$ cat src/design/cspa_pkg.sv
// ----------------------------------------------------------------------------
// cspa_pkg
// Shared types and codes of the chunked slot pool allocator.
// ----------------------------------------------------------------------------
package cspa_pkg;

  localparam logic OP_ALLOC = 1'b0;
  localparam logic OP_FREE  = 1'b1;

  localparam logic [1:0] ST_OK      = 2'd0;
  localparam logic [1:0] ST_FOREIGN = 2'd1;
  localparam logic [1:0] ST_DOUBLE  = 2'd2;
  localparam logic [1:0] ST_NOCHUNK = 2'd3;

  localparam logic CFG_SLOTS = 1'b0;
  localparam logic CFG_BYTES = 1'b1;

  localparam logic [17:0] OFFSET_MAX = 18'h3FFFF;

  typedef struct packed {
    logic       op;
    logic [2:0] free_chunk;
    logic [5:0] free_slot;
  } req_t;

  typedef struct packed {
    logic [1:0]  status;
    logic [2:0]  chunk_number;
    logic [5:0]  slot_number;
    logic [17:0] byte_offset;
    logic        chunk_created;
    logic        chunk_released;
  } rsp_t;

  // controller to datapath
  typedef struct packed {
    logic load;    // capture request
    logic walk;    // pick chunk in order, rescan if needed
    logic commit;  // update state, build response
  } cmd_t;

endpackage

$ cat src/design/cspa_ctrl.sv
// ----------------------------------------------------------------------------
// cspa_ctrl
// Sequencer: load, walk, commit, then hold the response until taken.
// ----------------------------------------------------------------------------
module cspa_ctrl
  import cspa_pkg::*;
(
  input  logic clk_i,
  input  logic rst_ni,
  input  logic in_valid_i,
  output logic in_stall_o,
  output logic out_valid_o,
  input  logic out_stall_i,
  output cmd_t cmd_o
);

  typedef enum logic [1:0] {S_IDLE, S_WALK, S_COMMIT, S_OUT} state_e;
  state_e state_q;

  assign in_stall_o  = (state_q != S_IDLE);
  assign out_valid_o = (state_q == S_OUT);
  assign cmd_o.load   = (state_q == S_IDLE) && in_valid_i;
  assign cmd_o.walk   = (state_q == S_WALK);
  assign cmd_o.commit = (state_q == S_COMMIT);

  always_ff @(posedge clk_i or negedge rst_ni) begin
    if (!rst_ni) begin
      state_q <= S_IDLE;
    end else begin
      case (state_q)
        S_IDLE:   if (in_valid_i) state_q <= S_WALK;
        S_WALK:   state_q <= S_COMMIT;
        S_COMMIT: state_q <= S_OUT;
        S_OUT:    if (!out_stall_i) state_q <= S_IDLE;
        default:  state_q <= S_IDLE;
      endcase
    end
  end

  a_out_only_in_out: assert property (@(posedge clk_i) disable iff (!rst_ni)
    out_valid_o |-> in_stall_o) else $error("response while accepting");
  a_walk_after_load: assert property (@(posedge clk_i) disable iff (!rst_ni)
    cmd_o.load |=> cmd_o.walk) else $error("walk missing after load");
  a_commit_after_walk: assert property (@(posedge clk_i) disable iff (!rst_ni)
    cmd_o.walk |=> cmd_o.commit) else $error("commit missing after walk");

endmodule

$ cat config.mk
export PLATFORM = sky130hd
export DESIGN_NAME = cspa_ctrl
export DESIGN_NICKNAME = d
export VERILOG_FILES = /design/src/design/cspa_pkg.sv /design/src/design/cspa_ctrl.sv
export SDC_FILE = /design/constraint.sdc
export NUM_CORES = 1
export LEC_CHECK = 0
export BUFFER_PORTS_ARGS = -buffer_cell sky130_fd_sc_hd__buf_2
export CORE_AREA = 2 2 39 41
export CTS_BUF_LIST = sky130_fd_sc_hd__clkbuf_16
export CTS_CLUSTER_DIAMETER = 120
export DETAILED_ROUTE_END_ITERATION = 16
export DIE_AREA = 0 0 41 43
export GPL_TIMING_DRIVEN = 0
export PLACE_DENSITY = 0.34
export SLEW_MARGIN = 20
export SYNTH_ARGS = -nofsm -noshare
export SYNTH_HDL_FRONTEND = slang
export SYNTH_SLANG_ARGS = --single-unit
$ cat constraint.sdc
create_clock -name clk_i -period 1.2 [get_ports clk_i]
set_input_delay 0.18 -clock clk_i [delete_from_list [all_inputs] [get_ports clk_i]]
set_output_delay 0.18 -clock clk_i [all_outputs]
set_load 0.02 [all_outputs]
==> metrics <==
arrival time at the worst endpoint 1.12 ns; setup slack after layout -0.0957 ns; biggest regs state_q: 2 flops; Max clock buf depth 2; Clk pwr share 0.324; clock slew at reported path FFs 0.03 ns; Final ANT Viol Nets 0; Die Y-Extent 43 microns; vias in the first global route 200; Final Skew 0.00277 ns; final hold vios 0; Gate power share 0.586; Worst Path Max Fanout 4; Pint 1.04 mW; Finished Core Util 0.320; CP required 1.02 ns; largest reg by FF count state_q; Initial Utilization 0.127; ANT cells 0; first-pass GRT wire length 731 microns; # nets final 45; # port buffers 8; crit path time final 1.30 ns; CTS Buf Count 3; Sw Share 0.324; layout cells sized above 1 0.765; Yosys cell types 9; detailed-router iteration count before antenna repair 2; vias per std cell 3.52; Synth Instances 15; FP Rows 14; status finished, violations left; CTS sink cnt 2; routability congestion estimate 0.707; Flop pwr share 0.090; worst-margin pin slew 0.122 ns; top cells by area in the synthesized netlist ha_1, dfrtp_1, a2bb2oi_2, mux2_4, mux2i_1; Sw Pwr 499 uW; Hold WC Path Type primary input to asynchronous set/reset pin; clk_lat worst skew 0.22 ns; largest net degree at the start of global routing 5; DRC Markers 0; most frequent cells in the layout buf_4, buf_6, ha_1, clkbuf_16, buf_2; DIE WIDTH 41 microns; DR WL/cell 8.66 microns; Iteration-0 DRC Markers 3; CTS tree yes; max_cap viols 0; Slew Viols, Final 0; GR Overflow Total 0; RSZ-0062 raised after global routing true; Total Routing Usage GR 0.0663; synth warn 0; crit path kind flip-flop to output pin; final wirelength 433 microns; total I/O pin count 9; H-tree depth 1; vias 176; relative slew slack 0.916; Syn Nets 24; R2R depth 5; initial antenna violation count 0; Worst VDD drop 1210 uV; crit share post-route 1.08; Worst Setup Start Kind flip-flop; core area 0.00138 sq mm; most common cell after layout, fill and taps aside buf_4; final setup violation count 7; Power Total 1.54 mW; Setup crit end kind output pin; Peak Freq 0.772 GHz; Post-Syn Area 175 sq um; max reg flops 2; Seq cells post-synth 2; failing checks negative setup slack; Root Buffer clkbuf_16; P&R area growth vs syn 153%; total power divided by cell area 3480 mW/mm^2; die area 0.00176 sq mm; Yosys top cell area share 0.357; area leader, netlist ha_1; P_leak 0.221 nW; Avg Synthesized Cell Area 11.7 sq um; sequential area share after synthesis 0.286; Hold Slack 0.276 ns
-- logic make-up (layout without fill, tap and decap cells) --
family	count (synthesis)	in the layout	share of synthesized area
and+or+nand+nor	2	2	0.0643
buffers and inverters	3	22	0.0643
adders and majority gates	5	5	0.357
DFF	2	2	0.286
muxes	2	2	0.143
AOI/OAI and AO/OA	1	1	0.0857
-- critical path, stage by stage (launching register included) --
cell and delay, ns:
dfrtp_1 0.39, inv_2 0.11, ha_4 0.15, and2_4 0.13, buf_6 0.10
-- stage by stage --
| step | cells | area [sq um] | setup slack (ns) | TNS (ns) |
|---|---|---|---|---|
| final | 50 | 443 | -0.0957 | -0.395 |
| after global routing | 50 | 443 | -0.137 | -0.714 |
| after CTS | 49 | 435 | -0.0992 | -0.373 |
| after detailed placement | 39 | 267 | -0.120 | -0.120 |
| after global placement | 39 | 267 | -0.101 | -0.101 |
| after floorplan | 15 | 206 | -0.0652 | -0.0652 |
-- per-layer routing --
metal / vias to the layer above / wire length (microns) / track usage
met5: - / 0 / 0
met4: 0 / 0 / 0.0600
li1: 88 / - / -
met3: 0 / 19 / 0.0157
met2: 5 / 256 / 0.109
met1: 83 / 157 / 0.0613
-- power by group through the flow --
stage | Clock [mW] | Sequential (mW) | Combinational (mW)
2_1_floorplan | 0 | 0.141 | 0.494
3_3_place_gp | 0 | 0.152 | 0.598
3_5_place_dp | 0 | 0.154 | 0.612
4_1_cts | 0.506 | 0.137 | 0.902
5_1_grt | 0.517 | 0.147 | 0.973
6_report | 0.499 | 0.139 | 0.903
-- final timing paths --
check                                  end  slack [ns]        start
worst min-delay path            state_q[0]        0.28       rst_ni
worst max register to register  state_q[1]       -0.08   state_q[0]
worst min register to register  state_q[0]        0.64   state_q[0]
max in group asynchronous       state_q[1]        0.83       rst_ni
worst max-delay path              cmd_o[2]        -0.1   state_q[0]
min in group clk_i              state_q[1]        0.35  out_stall_i
-- synthesized netlist by cell type, drive strengths merged --
cell	instances
a2bb2oi	1
ha	5
nor2	1
and2	1
dfrtp	2
mux2i	1
mux2	1
inv	3
-- timing repair --
action,CTS,global route
hold buffers,1,0
resized for setup,11,1
endpoints found under the setup margin,6,7
hold endpoints to repair,2,0
pin swaps,3,1
buffers inserted,6,1
-- layout make-up --
type / instances / area (sq um)
fillers: 143 / 941
multi-input cells: 10 / 151
repair buffers: 16 / 130
clock buffers: 3 / 75.1
flip-flops and latches: 2 / 50.0
well taps: 16 / 20.0
inverters: 3 / 16.3
Power figures use the tool's default switching activity.
